**config.mk**
```make
export PLATFORM = sky130hd
export DESIGN_NAME = colored_noise_shaper_unit
export DESIGN_NICKNAME = d
export VERILOG_FILES = /design/src/design/cns_pkg.sv /design/src/design/colored_noise_shaper_unit.sv /design/src/design/cns_datapath.sv /design/src/design/cns_sequencer.sv
export SDC_FILE = /design/constraint.sdc
export NUM_CORES = 2
export LEC_CHECK = 0
export ABC_AREA = 1
export CORE_MARGIN = 10
export CORE_UTILIZATION = 35
export CTS_CLUSTER_SIZE = 28
export DETAILED_ROUTE_END_ITERATION = 6
export DONT_BUFFER_PORTS = 1
export GPL_TIMING_DRIVEN = 1
export PLACE_DENSITY = 0.6
export SYNTH_ARGS = -nofsm -noshare
export SYNTH_HDL_FRONTEND = slang
export SYNTH_SLANG_ARGS = --single-unit
export TNS_END_PERCENT = 20
```
**constraint.sdc**
```tcl
create_clock -name clk -period 10.8 [get_ports clk]
set_input_delay 2.16 -clock clk [delete_from_list [all_inputs] [get_ports clk]]
set_output_delay 2.16 -clock clk [all_outputs]
set_load 0.05 [all_outputs]
```
**src/design/cns_pkg.sv**
```systemverilog
`timescale 1ns / 1ps
// ----------------------------------------------------------------------------
// cns_pkg
// shared types, codes, coefficient table and microprogram of the noise shaper
// ----------------------------------------------------------------------------
package cns_pkg;

    // coefficient format q1.24
    localparam int COEF_W    = 25;
    localparam int COEF_FRAC = 24;
    localparam int GAIN_W    = 16;
    localparam int GAIN_FRAC = 15;
    localparam int HALF_COEF = 1 << (COEF_FRAC - 1);
    localparam int HALF_GAIN = 1 << (GAIN_FRAC - 1);
    localparam logic [GAIN_W:0] GAIN_ONE = 17'd32768;

    // request commands
    localparam logic [1:0] CMD_TICK    = 2'd0;
    localparam logic [1:0] CMD_TRIGGER = 2'd1;
    localparam logic [1:0] CMD_RELEASE = 2'd2;

    // noise modes
    localparam logic [1:0] MODE_WHITE = 2'd0;
    localparam logic [1:0] MODE_PINK  = 2'd1;
    localparam logic [1:0] MODE_BROWN = 2'd2;

    typedef logic [4:0] step_t;

    // entry points of the microprogram
    localparam step_t A_DISPATCH = 5'd0;
    localparam step_t A_PINK     = 5'd1;
    localparam step_t A_GAIN     = 5'd17;
    localparam step_t A_RESULT   = 5'd18;
    localparam step_t A_BROWN    = 5'd19;
    localparam step_t A_ZERO     = 5'd21;

    typedef enum logic [2:0] {
        K_POLE,
        K_FEED,
        K_DIRECT,
        K_DELAY,
        K_SCALE,
        K_BROWN,
        K_GAIN
    } coef_kind_t;

    typedef enum logic [1:0] {
        B_WHITE,
        B_SECTION,
        B_ACC,
        B_NOISE
    } bsel_t;

    typedef enum logic [3:0] {
        WB_NONE,
        WB_TEMP,
        WB_SECTION,
        WB_ACC_ADD,
        WB_DELAY,
        WB_NOISE,
        WB_BROWN,
        WB_RESULT,
        WB_ZERO
    } wb_t;

    typedef enum logic [1:0] {
        J_NEXT,
        J_GOTO,
        J_MODE,
        J_END
    } jmp_t;

    typedef enum logic {
        SEQ_IDLE,
        SEQ_RUN
    } seq_state_t;

    typedef struct packed {
        logic       mul_en;
        coef_kind_t coef;
        bsel_t      bsel;
        logic [2:0] mul_idx;
        wb_t        wb;
        logic [2:0] wb_idx;
        jmp_t       jmp;
        step_t      target;
    } ucode_t;

    // control bundle from sequencer to datapath
    typedef struct packed {
        logic       load;
        logic       mul_en;
        coef_kind_t coef;
        bsel_t      bsel;
        logic [2:0] mul_idx;
        wb_t        wb;
        logic [2:0] wb_idx;
        logic       out_we;
    } cns_ctrl_t;

    function automatic ucode_t uc(
        input logic       mul_en,
        input coef_kind_t coef,
        input bsel_t      bsel,
        input logic [2:0] mul_idx,
        input wb_t        wb,
        input logic [2:0] wb_idx,
        input jmp_t       jmp,
        input step_t      target
    );
        ucode_t u;
        u.mul_en  = mul_en;
        u.coef    = coef;
        u.bsel    = bsel;
        u.mul_idx = mul_idx;
        u.wb      = wb;
        u.wb_idx  = wb_idx;
        u.jmp     = jmp;
        u.target  = target;
        return u;
    endfunction

    // microprogram: the multiply issued in a step is written back in the next
    function automatic ucode_t ucode_rom(input step_t addr);
        ucode_t u;
        case (addr)
            5'd0:  u = uc(1'b0, K_GAIN,   B_WHITE,   3'd0, WB_NONE,    3'd0, J_MODE, A_DISPATCH);
            5'd1:  u = uc(1'b1, K_POLE,   B_SECTION, 3'd0, WB_NONE,    3'd0, J_NEXT, A_DISPATCH);
            5'd2:  u = uc(1'b1, K_FEED,   B_WHITE,   3'd0, WB_TEMP,    3'd0, J_NEXT, A_DISPATCH);
            5'd3:  u = uc(1'b1, K_POLE,   B_SECTION, 3'd1, WB_SECTION, 3'd0, J_NEXT, A_DISPATCH);
            5'd4:  u = uc(1'b1, K_FEED,   B_WHITE,   3'd1, WB_TEMP,    3'd0, J_NEXT, A_DISPATCH);
            5'd5:  u = uc(1'b1, K_POLE,   B_SECTION, 3'd2, WB_SECTION, 3'd1, J_NEXT, A_DISPATCH);
            5'd6:  u = uc(1'b1, K_FEED,   B_WHITE,   3'd2, WB_TEMP,    3'd0, J_NEXT, A_DISPATCH);
            5'd7:  u = uc(1'b1, K_POLE,   B_SECTION, 3'd3, WB_SECTION, 3'd2, J_NEXT, A_DISPATCH);
            5'd8:  u = uc(1'b1, K_FEED,   B_WHITE,   3'd3, WB_TEMP,    3'd0, J_NEXT, A_DISPATCH);
            5'd9:  u = uc(1'b1, K_POLE,   B_SECTION, 3'd4, WB_SECTION, 3'd3, J_NEXT, A_DISPATCH);
            5'd10: u = uc(1'b1, K_FEED,   B_WHITE,   3'd4, WB_TEMP,    3'd0, J_NEXT, A_DISPATCH);
            5'd11: u = uc(1'b1, K_POLE,   B_SECTION, 3'd5, WB_SECTION, 3'd4, J_NEXT, A_DISPATCH);
            5'd12: u = uc(1'b1, K_FEED,   B_WHITE,   3'd5, WB_TEMP,    3'd0, J_NEXT, A_DISPATCH);
            5'd13: u = uc(1'b1, K_DIRECT, B_WHITE,   3'd0, WB_SECTION, 3'd5, J_NEXT, A_DISPATCH);
            5'd14: u = uc(1'b1, K_DELAY,  B_WHITE,   3'd0, WB_ACC_ADD, 3'd0, J_NEXT, A_DISPATCH);
            5'd15: u = uc(1'b1, K_SCALE,  B_ACC,     3'd0, WB_DELAY,   3'd0, J_NEXT, A_DISPATCH);
            5'd16: u = uc(1'b0, K_GAIN,   B_WHITE,   3'd0, WB_NOISE,   3'd0, J_NEXT, A_DISPATCH);
            5'd17: u = uc(1'b1, K_GAIN,   B_NOISE,   3'd0, WB_NONE,    3'd0, J_NEXT, A_DISPATCH);
            5'd18: u = uc(1'b0, K_GAIN,   B_WHITE,   3'd0, WB_RESULT,  3'd0, J_END,  A_DISPATCH);
            5'd19: u = uc(1'b1, K_BROWN,  B_WHITE,   3'd0, WB_NONE,    3'd0, J_NEXT, A_DISPATCH);
            5'd20: u = uc(1'b0, K_GAIN,   B_WHITE,   3'd0, WB_BROWN,   3'd0, J_GOTO, A_GAIN);
            5'd21: u = uc(1'b0, K_GAIN,   B_WHITE,   3'd0, WB_ZERO,    3'd0, J_END,  A_DISPATCH);
            default: u = uc(1'b0, K_GAIN, B_WHITE,   3'd0, WB_NONE,    3'd0, J_END,  A_DISPATCH);
        endcase
        return u;
    endfunction

    // q1.24 coefficients of the refined pink filter and the brown step
    function automatic logic signed [COEF_W-1:0] coef_value(
        input coef_kind_t kind,
        input logic [2:0] idx
    );
        logic signed [COEF_W-1:0] c;
        case (kind)
            K_POLE: begin
                case (idx)
                    3'd0:    c = 25'sd16758090;
                    3'd1:    c = 25'sd16665144;
                    3'd2:    c = 25'sd16257122;
                    3'd3:    c = 25'sd14537458;
                    3'd4:    c = 25'sd9227469;
                    3'd5:    c = -25'sd12777528;
                    default: c = '0;
                endcase
            end
            K_FEED: begin
                case (idx)
                    3'd0:    c = 25'sd931436;
                    3'd1:    c = 25'sd1259565;
                    3'd2:    c = 25'sd2581208;
                    3'd3:    c = 25'sd5209084;
                    3'd4:    c = 25'sd8941454;
                    3'd5:    c = -25'sd283501;
                    default: c = '0;
                endcase
            end
            K_DIRECT: c = 25'sd8995943;
            K_DELAY:  c = 25'sd1944916;
            K_SCALE:  c = 25'sd1845494;
            K_BROWN:  c = 25'sd335544;
            default:  c = '0;
        endcase
        return c;
    endfunction

endpackage

```
**src/design/colored_noise_shaper_unit.sv**
```systemverilog
`timescale 1ns / 1ps
// ----------------------------------------------------------------------------
// colored_noise_shaper_unit
// colors white noise (white, refined pink, brown) and scales it by a level
// ----------------------------------------------------------------------------
//  channel  direction  handshake           payload
//  in       sink       in_valid/in_stall   command, white_sample
//  out      source     out_valid/out_stall noise_sample
//  cfg      apb slave  psel/penable/pready noise_mode @0x0, output_gain @0x4
//
//  trigger and release finish at acceptance; a tick runs the microprogram
//  on the pink, brown, white, unused mode or silent path, walking one
//  shared 25 x (SAMPLE_BITS+8) multiplier
//  reset clears config, play flag and all filter state; no clearing pass
//  a finished result sits in the output register, so a new request is taken
//  while it waits; the program holds on its last step only if the output
//  register is still full and stalled
// ----------------------------------------------------------------------------
module colored_noise_shaper_unit #(
    parameter int SAMPLE_BITS = 24
) (
    input  logic                          clk,
    input  logic                          rst_n,
    // request channel
    input  logic                          in_valid,
    output logic                          in_stall,
    input  logic [1:0]                    command,
    input  logic signed [SAMPLE_BITS-1:0] white_sample,
    // result channel
    output logic                          out_valid,
    input  logic                          out_stall,
    output logic signed [SAMPLE_BITS-1:0] noise_sample,
    // configuration port
    input  logic                          psel,
    input  logic                          penable,
    input  logic                          pwrite,
    input  logic [2:0]                    paddr,
    input  logic [31:0]                   pwdata,
    output logic [31:0]                   prdata,
    output logic                          pready
);

    localparam logic REG_MODE = 1'b0;
    localparam logic REG_GAIN = 1'b1;

    logic [1:0]                    noise_mode_reg;
    logic [cns_pkg::GAIN_W-1:0]    output_gain_reg;
    logic                          out_valid_reg;
    logic signed [SAMPLE_BITS-1:0] noise_sample_reg;
    logic                          cfg_write;
    logic                          out_free;
    logic signed [SAMPLE_BITS-1:0] dp_result;
    cns_pkg::cns_ctrl_t            ctrl;

    // register file, pready tied high
    assign pready    = 1'b1;
    assign cfg_write = psel && penable && pwrite;

    always_ff @(posedge clk or negedge rst_n)
    begin
        if (!rst_n)
        begin
            noise_mode_reg  <= cns_pkg::MODE_WHITE;
            output_gain_reg <= '0;
        end
        else if (cfg_write)
        begin
            case (paddr[2])
                REG_MODE: noise_mode_reg  <= pwdata[1:0];
                REG_GAIN: output_gain_reg <= pwdata[cns_pkg::GAIN_W-1:0];
                default:  ;
            endcase
        end
    end

    always_comb
    begin
        case (paddr[2])
            REG_MODE: prdata = {30'd0, noise_mode_reg};
            REG_GAIN: prdata = {16'd0, output_gain_reg};
            default:  prdata = '0;
        endcase
    end

    // output register: free when empty or being taken this cycle
    assign out_free     = !out_valid_reg || !out_stall;
    assign out_valid    = out_valid_reg;
    assign noise_sample = noise_sample_reg;

    always_ff @(posedge clk or negedge rst_n)
    begin
        if (!rst_n)
            out_valid_reg <= 1'b0;
        else if (ctrl.out_we)
            out_valid_reg <= 1'b1;
        else if (!out_stall)
            out_valid_reg <= 1'b0;
    end

    always_ff @(posedge clk)
    begin
        if (ctrl.out_we)
            noise_sample_reg <= dp_result;
    end

    // control: step counter and microprogram
    cns_sequencer u_seq (
        .clk          (clk),
        .rst_n        (rst_n),
        .in_valid     (in_valid),
        .in_stall     (in_stall),
        .command      (command),
        .noise_mode   (noise_mode_reg),
        .gain_nonzero (|output_gain_reg),
        .out_free     (out_free),
        .ctrl         (ctrl)
    );

    // arithmetic and filter state
    cns_datapath #(
        .SAMPLE_BITS (SAMPLE_BITS)
    ) u_dp (
        .clk          (clk),
        .rst_n        (rst_n),
        .ctrl         (ctrl),
        .white_sample (white_sample),
        .output_gain  (output_gain_reg),
        .result       (dp_result)
    );

endmodule

```
**src/design/cns_datapath.sv**
```systemverilog
`timescale 1ns / 1ps
// ----------------------------------------------------------------------------
// cns_datapath
// shared multiplier, rounding, saturation and filter state of the shaper
// ----------------------------------------------------------------------------
module cns_datapath #(
    parameter int SAMPLE_BITS = 24
) (
    input  logic                          clk,
    input  logic                          rst_n,
    input  cns_pkg::cns_ctrl_t            ctrl,
    input  logic signed [SAMPLE_BITS-1:0] white_sample,
    input  logic [cns_pkg::GAIN_W-1:0]    output_gain,
    output logic signed [SAMPLE_BITS-1:0] result
);

    localparam int SB = SAMPLE_BITS;
    localparam int WI = SB + 8;                  // q9.f internal width
    localparam int RW = WI + 1;                  // rounded product width
    localparam int AW = WI + 4;                  // pink sum accumulator
    localparam int PW = cns_pkg::COEF_W + WI;    // product width
    localparam int NSEC = 6;

    localparam logic signed [WI-1:0] IMAX = {1'b0, {(WI-1){1'b1}}};
    localparam logic signed [WI-1:0] IMIN = {1'b1, {(WI-1){1'b0}}};
    localparam logic signed [SB-1:0] SMAX = {1'b0, {(SB-1){1'b1}}};
    localparam logic signed [SB-1:0] SMIN = {1'b1, {(SB-1){1'b0}}};

    logic signed [SB-1:0] w_reg;
    logic signed [WI-1:0] sec_reg [NSEC];
    logic signed [SB-1:0] delay_reg;
    logic signed [SB-1:0] brown_reg;
    logic signed [AW-1:0] acc_reg;
    logic signed [RW-1:0] t_reg;
    logic signed [WI-1:0] noise_reg;
    logic signed [PW-1:0] p_reg;

    logic [cns_pkg::GAIN_W:0]         gain_clip;
    logic signed [cns_pkg::COEF_W-1:0] mul_a;
    logic signed [WI-1:0]              mul_b;
    logic signed [WI-1:0]              acc_sat;
    logic signed [PW-1:0]              prod;
    logic signed [PW-1:0]              rnd_sum;
    logic signed [RW-1:0]              wb_val;
    logic signed [RW:0]                sec_sum;
    logic signed [WI-1:0]              sec_new;
    logic signed [RW:0]                brown_sum;
    logic signed [SB-1:0]              brown_new;
    logic signed [SB-1:0]              res_sat;
    logic                              res_step;

    assign gain_clip = ({1'b0, output_gain} > cns_pkg::GAIN_ONE) ? cns_pkg::GAIN_ONE
                                                                 : {1'b0, output_gain};

    // pink sum clamped to q9.f before scaling
    always_comb
    begin
        if (&acc_reg[AW-1:WI-1] || ~|acc_reg[AW-1:WI-1])
            acc_sat = acc_reg[WI-1:0];
        else
            acc_sat = acc_reg[AW-1] ? IMIN : IMAX;
    end

    always_comb
    begin
        if (ctrl.coef == cns_pkg::K_GAIN)
            mul_a = $signed({{(cns_pkg::COEF_W - cns_pkg::GAIN_W - 1){1'b0}}, gain_clip});
        else
            mul_a = cns_pkg::coef_value(ctrl.coef, ctrl.mul_idx);
        case (ctrl.bsel)
            cns_pkg::B_WHITE:   mul_b = WI'(w_reg);
            cns_pkg::B_SECTION: mul_b = sec_reg[ctrl.mul_idx];
            cns_pkg::B_ACC:     mul_b = acc_sat;
            cns_pkg::B_NOISE:   mul_b = noise_reg;
            default:            mul_b = '0;
        endcase
    end

    assign prod = PW'(mul_a) * PW'(mul_b);

    // round half up, then floor shift by the format of the product
    assign res_step = (ctrl.wb == cns_pkg::WB_RESULT);
    assign rnd_sum  = p_reg + (res_step ? PW'(cns_pkg::HALF_GAIN) : PW'(cns_pkg::HALF_COEF));
    assign wb_val   = res_step ? $signed(rnd_sum[cns_pkg::GAIN_FRAC +: RW])
                               : $signed(rnd_sum[cns_pkg::COEF_FRAC +: RW]);

    always_comb
    begin
        sec_sum = (RW+1)'(t_reg) + (RW+1)'(wb_val);
        if (&sec_sum[RW:WI-1] || ~|sec_sum[RW:WI-1])
            sec_new = sec_sum[WI-1:0];
        else
            sec_new = sec_sum[RW] ? IMIN : IMAX;

        // brown level held in [-1, 1 - lsb]
        brown_sum = (RW+1)'(brown_reg) + (RW+1)'(wb_val);
        if (&brown_sum[RW:SB-1] || ~|brown_sum[RW:SB-1])
            brown_new = brown_sum[SB-1:0];
        else
            brown_new = brown_sum[RW] ? SMIN : SMAX;

        if (&wb_val[RW-1:SB-1] || ~|wb_val[RW-1:SB-1])
            res_sat = wb_val[SB-1:0];
        else
            res_sat = wb_val[RW-1] ? SMIN : SMAX;
    end

    assign result = (ctrl.wb == cns_pkg::WB_RESULT) ? res_sat : '0;

    // filter state
    always_ff @(posedge clk or negedge rst_n)
    begin
        if (!rst_n)
        begin
            for (int k = 0; k < NSEC; k++)
                sec_reg[k] <= '0;
            delay_reg <= '0;
            brown_reg <= '0;
        end
        else
        begin
            case (ctrl.wb)
                cns_pkg::WB_SECTION: sec_reg[ctrl.wb_idx] <= sec_new;
                cns_pkg::WB_DELAY:   delay_reg <= wb_val[SB-1:0];
                cns_pkg::WB_BROWN:   brown_reg <= brown_new;
                default:             ;
            endcase
        end
    end

    // working registers
    always_ff @(posedge clk)
    begin
        if (ctrl.mul_en)
            p_reg <= prod;
        if (ctrl.load)
        begin
            w_reg     <= white_sample;
            noise_reg <= WI'(white_sample);
            acc_reg   <= AW'(delay_reg);
        end
        else
        begin
            case (ctrl.wb)
                cns_pkg::WB_TEMP:    t_reg <= wb_val;
                cns_pkg::WB_SECTION: acc_reg <= acc_reg + AW'(sec_new);
                cns_pkg::WB_ACC_ADD: acc_reg <= acc_reg + AW'(wb_val);
                cns_pkg::WB_NOISE:   noise_reg <= wb_val[WI-1:0];
                cns_pkg::WB_BROWN:   noise_reg <= WI'(brown_new);
                default:             ;
            endcase
        end
    end

endmodule

```
**src/design/cns_sequencer.sv**
```systemverilog
`timescale 1ns / 1ps
// ----------------------------------------------------------------------------
// cns_sequencer
// step counter over the microprogram, command handling and play flag
// ----------------------------------------------------------------------------
module cns_sequencer (
    input  logic               clk,
    input  logic               rst_n,
    input  logic               in_valid,
    output logic               in_stall,
    input  logic [1:0]         command,
    input  logic [1:0]         noise_mode,
    input  logic               gain_nonzero,
    input  logic               out_free,
    output cns_pkg::cns_ctrl_t ctrl
);

    cns_pkg::seq_state_t state_reg, state_next;
    cns_pkg::step_t      step_reg, step_next;
    logic                playing_reg, playing_next;
    cns_pkg::ucode_t     uw;
    logic                accept;
    logic                result_step;

    assign uw          = cns_pkg::ucode_rom(step_reg);
    assign in_stall    = (state_reg == cns_pkg::SEQ_RUN);
    assign accept      = in_valid && (state_reg == cns_pkg::SEQ_IDLE);
    assign result_step = (uw.wb == cns_pkg::WB_RESULT) || (uw.wb == cns_pkg::WB_ZERO);

    always_ff @(posedge clk or negedge rst_n)
    begin
        if (!rst_n)
        begin
            state_reg   <= cns_pkg::SEQ_IDLE;
            step_reg    <= cns_pkg::A_DISPATCH;
            playing_reg <= 1'b0;
        end
        else
        begin
            state_reg   <= state_next;
            step_reg    <= step_next;
            playing_reg <= playing_next;
        end
    end

    always_comb
    begin
        state_next   = state_reg;
        step_next    = step_reg;
        playing_next = playing_reg;
        ctrl         = '0;
        ctrl.coef    = cns_pkg::K_GAIN;
        ctrl.bsel    = cns_pkg::B_WHITE;
        ctrl.wb      = cns_pkg::WB_NONE;
        case (state_reg)
            cns_pkg::SEQ_IDLE:
            begin
                if (accept)
                begin
                    case (command)
                        cns_pkg::CMD_TICK:
                        begin
                            ctrl.load  = 1'b1;
                            state_next = cns_pkg::SEQ_RUN;
                            step_next  = (playing_reg && gain_nonzero) ? cns_pkg::A_DISPATCH
                                                                       : cns_pkg::A_ZERO;
                        end
                        cns_pkg::CMD_TRIGGER:
                        begin
                            if (gain_nonzero)
                                playing_next = 1'b1;
                        end
                        cns_pkg::CMD_RELEASE: playing_next = 1'b0;
                        default:              ;
                    endcase
                end
            end
            cns_pkg::SEQ_RUN:
            begin
                ctrl.mul_en  = uw.mul_en;
                ctrl.coef    = uw.coef;
                ctrl.bsel    = uw.bsel;
                ctrl.mul_idx = uw.mul_idx;
                ctrl.wb      = uw.wb;
                ctrl.wb_idx  = uw.wb_idx;
                ctrl.out_we  = result_step && out_free;
                case (uw.jmp)
                    cns_pkg::J_NEXT: step_next = step_reg + 5'd1;
                    cns_pkg::J_GOTO: step_next = uw.target;
                    cns_pkg::J_MODE:
                    begin
                        case (noise_mode)
                            cns_pkg::MODE_WHITE: step_next = cns_pkg::A_GAIN;
                            cns_pkg::MODE_PINK:  step_next = cns_pkg::A_PINK;
                            cns_pkg::MODE_BROWN: step_next = cns_pkg::A_BROWN;
                            default:             step_next = cns_pkg::A_ZERO;
                        endcase
                    end
                    cns_pkg::J_END:
                    begin
                        // hold on the last step until the output register frees
                        if (out_free)
                            state_next = cns_pkg::SEQ_IDLE;
                    end
                    default: state_next = cns_pkg::SEQ_IDLE;
                endcase
            end
            default: state_next = cns_pkg::SEQ_IDLE;
        endcase
    end

    a_step_range: assert property (@(posedge clk) disable iff (!rst_n)
        state_reg == cns_pkg::SEQ_RUN |-> step_reg <= cns_pkg::A_ZERO)
        else $error("step counter left the microprogram");

    a_quiet_is_zero: assert property (@(posedge clk) disable iff (!rst_n)
        ctrl.out_we && !(playing_reg && gain_nonzero) |-> uw.wb == cns_pkg::WB_ZERO)
        else $error("silent tick ran the filter program");

    a_trigger_gain: assert property (@(posedge clk) disable iff (!rst_n)
        accept && command == cns_pkg::CMD_TRIGGER && !gain_nonzero
        |=> playing_reg == $past(playing_reg))
        else $error("trigger with zero level changed the play flag");

    a_one_result: assert property (@(posedge clk) disable iff (!rst_n)
        ctrl.out_we |=> state_reg == cns_pkg::SEQ_IDLE)
        else $error("sequencer kept running after its result");

endmodule

```
==> impl_metrics.env <==
export IMPL_status="complete, no violations"
export IMPL_synth_cell_types=66
export IMPL_drc=0
export IMPL_synth_seq_cells=458
export IMPL_antenna_left=0
export IMPL_clock_latency_ps=650
export IMPL_syn_to_final_growth_pct=8.61
export IMPL_core_sq_mm=0.160
export IMPL_final_hold_viol_count=0
export IMPL_cts_buffers=48
export IMPL_final_max_slew_violation_count=0
export IMPL_finClkSkew_ps=72.3
export IMPL_drt_total_wl_mm=190
export IMPL_finalSetupViolations=0
export IMPL_hp_start="u_dp.sec_reg[154]$_DFFE_PN0P_"
export IMPL_grt_max_degree=267
export IMPL_netlist_top_cells_area="fa_1 29%, dfrtp_1 12%, nand2_1 11%"
export IMPL_syn_avg_cell_area_sq_um=8.10
export IMPL_drive_above_1_share_pct=5.65
export IMPL_start_util_pct=35.1
export IMPL_max_slew_margin_pct=14.1
export IMPL_crit_fanout=17
export IMPL_period_share_pct=95.1
export IMPL_grt_pass1_wl_mm=292
export IMPL_grt_pass1_vias=47300
export IMPL_htreeDepth=2
export IMPL_yosysWarnings=0
export IMPL_synth_most_common_cell="nand2_1"
export IMPL_grt_antenna_before_repair=6
export IMPL_syn_area_sq_mm=0.0562
export IMPL_wl_per_cell_um=20.9
export IMPL_fin_nets=8071
export IMPL_port_buffers=0
export IMPL_critPathLaunchType="register"
export IMPL_largest_reg_flops=192
export IMPL_dpl_hpwl_mm=156
export IMPL_cts_tree="yes"
export IMPL_fp_dieH_um=421
export IMPL_synth_top_area_share_pct=29.3
export IMPL_clock_path_buffers=3
export IMPL_cp_top_family="adder cells"
export IMPL_cp_data_arrival_time_ps=10650
export IMPL_drt_first_pass_iters=6
export IMPL_critPathRequiredTime_ps=11180
export IMPL_num_rows=147
export IMPL_grt_ovfl_total=0
export IMPL_seq_area_frac_synth_pct=22.1
export IMPL_gr_usage_all_layers_pct=21.4
export IMPL_drv_cap=0
export IMPL_critPathMaxStageDelay_ps=610
export IMPL_boundaryPins=127
export IMPL_critPathKind="register to register"
export IMPL_via_count=47300
export IMPL_synthCells=6946
export IMPL_cp_startpoint="u_seq.step_reg[0]$_DFFE_PN0P_"
export IMPL_synth_commonest_cells="1646 x nand2_1, 1215 x inv_1, 822 x fa_1"
export IMPL_path_buf_inv=13
export IMPL_async_flop_share_pct=58.1
export IMPL_clkSinkCount=458
export IMPL_drt_iter0_drc=4598
export IMPL_rsz0062_at_grt="false"
export IMPL_synthFlopType="dfrtp_1"
export IMPL_finalSetupTns_ps=0
export IMPL_hold_class="register to register"
export IMPL_endpoint_kind="register"
export IMPL_synth_edff_count=192
export IMPL_yosysTopAreaCell="fa_1"
export IMPL_period_needed_ps=10270
export IMPL_timing_fmax_ghz=0.0974
export IMPL_die_area_sq_mm=0.177
export IMPL_crit_slowest_cell="fa_1"
export IMPL_clk_pin_slew_worst_paths_ps=70
export IMPL_r2r_start="u_seq.step_reg[0]$_DFFE_PN0P_"
export IMPL_root_buffer="clkbuf_16"
export IMPL_tightest_slew_ps=1270
export IMPL_place_gp_congestion=0.942
export IMPL_cp_common_cell="inv_1"
export IMPL_die_width_um=421
export IMPL_viasPerCell=5.19
## cell usage in the layout, fill, tap and decap left out, types with 48 or more instances in the layout
cell type | Yosys | layout
nand2_1 | 1646 | 1645
inv_1 | 1215 | 1212
fa_1 | 822 | 822
nor2_1 | 662 | 656
o21ai_0 | 481 | 453
ha_1 | 268 | 268
dfrtp_1 | 266 | 266
a21oi_1 | 252 | 251
edfxtp_1 | 192 | 192
nand3_1 | 193 | 191
buf_4 | 21 | 180
xor2_1 | 90 | 90
nand4_1 | 63 | 63
o22ai_1 | 62 | 61
xnor2_1 | 61 | 61
nor3_1 | 51 | 48
clkbuf_16 | 0 | 48
## per-layer routing
| layer | part of all wire [%] | GRT usage, % |
|---|---|---|
| met1 | 42 | 29.6 |
| met2 | 46 | 34.6 |
| met3 | 7.3 | 2.71 |
| met4 | 4.1 | 7.35 |
| met5 | 0 | 0 |
## worst reg2reg max path: cells and delay by family, from the launching register on
family	cells	cell delay (ps)
AO/OA/AOI/OAI	8	1690
adder cells (fa/ha/maj)	9	4360
buffers and inverters	13	2130
flip-flops	1	520
AND/OR/NAND/NOR	12	1280
## cells by family (layout without fill, tap and decap cells)
family	after synthesis	count (layout)	synth area share, %
and+or+nand+nor	2709	2709	19.6
buffers and inverters	1528	1520	10.6
adders and majority gates	1090	1090	35.2
AOI/OAI and AO/OA	1004	1004	10.1
DFF	458	458	22.1
xor gates and xnor gates	151	151	2.35
muxes	4	4	0.0779
other	2	27	0.0134
## area by class of cell
type,count,area (sq um)
diodes,10,25.0
clock buffers,62,1320
clock inverters,28,330
fillers,16500,99100
inverters,1240,4660
multi-input cells,4975,38100
flip-flops and latches,458,12400
well taps,2160,2700
repair buffers,190,1550
## per-stage QoR
step           cells  setup slack (ps)  instance area [sq um]  hold slack (ps)  util (%)
6_report        9123               528                  61100              480      38.1
2_1_floorplan   6961              2070                  56300              449         -
5_1_grt         9122              18.8                  61100              500      38.1
4_1_cts         9113               324                  61000              482      38.1
3_3_place_gp    9023               471                  59400              462      37.1
3_5_place_dp    9023               382                  59400              465      37.1
## worst paths after layout
check	end	slack (ps)	cells past startpoint
worst max-delay path	u_dp.p_reg[51]$_DFFE_PP_	530	42
worst min-delay path	u_dp.sec_reg[154]$_DFFE_PN0P_	480	2
max in group asynchronous	output_gain_reg[9]$_DFFE_PN0P_	9200	0
min in group asynchronous	u_dp.sec_reg[69]$_DFFE_PN0P_	1230	0
worst max register to register	u_dp.p_reg[51]$_DFFE_PP_	530	42
worst min register to register	u_dp.sec_reg[154]$_DFFE_PN0P_	480	2
## repair_timing
item,in CTS,in global routing
hold buffers,0,0
gates resized for setup,0,9
buffers inserted,0,0
endpoints found under the setup margin,0,14
hold endpoints to repair,0,0
Power is left out: the tool's default activity adds up to more than one toggle a clock period on the data nets, which glitch-free logic cannot reach.
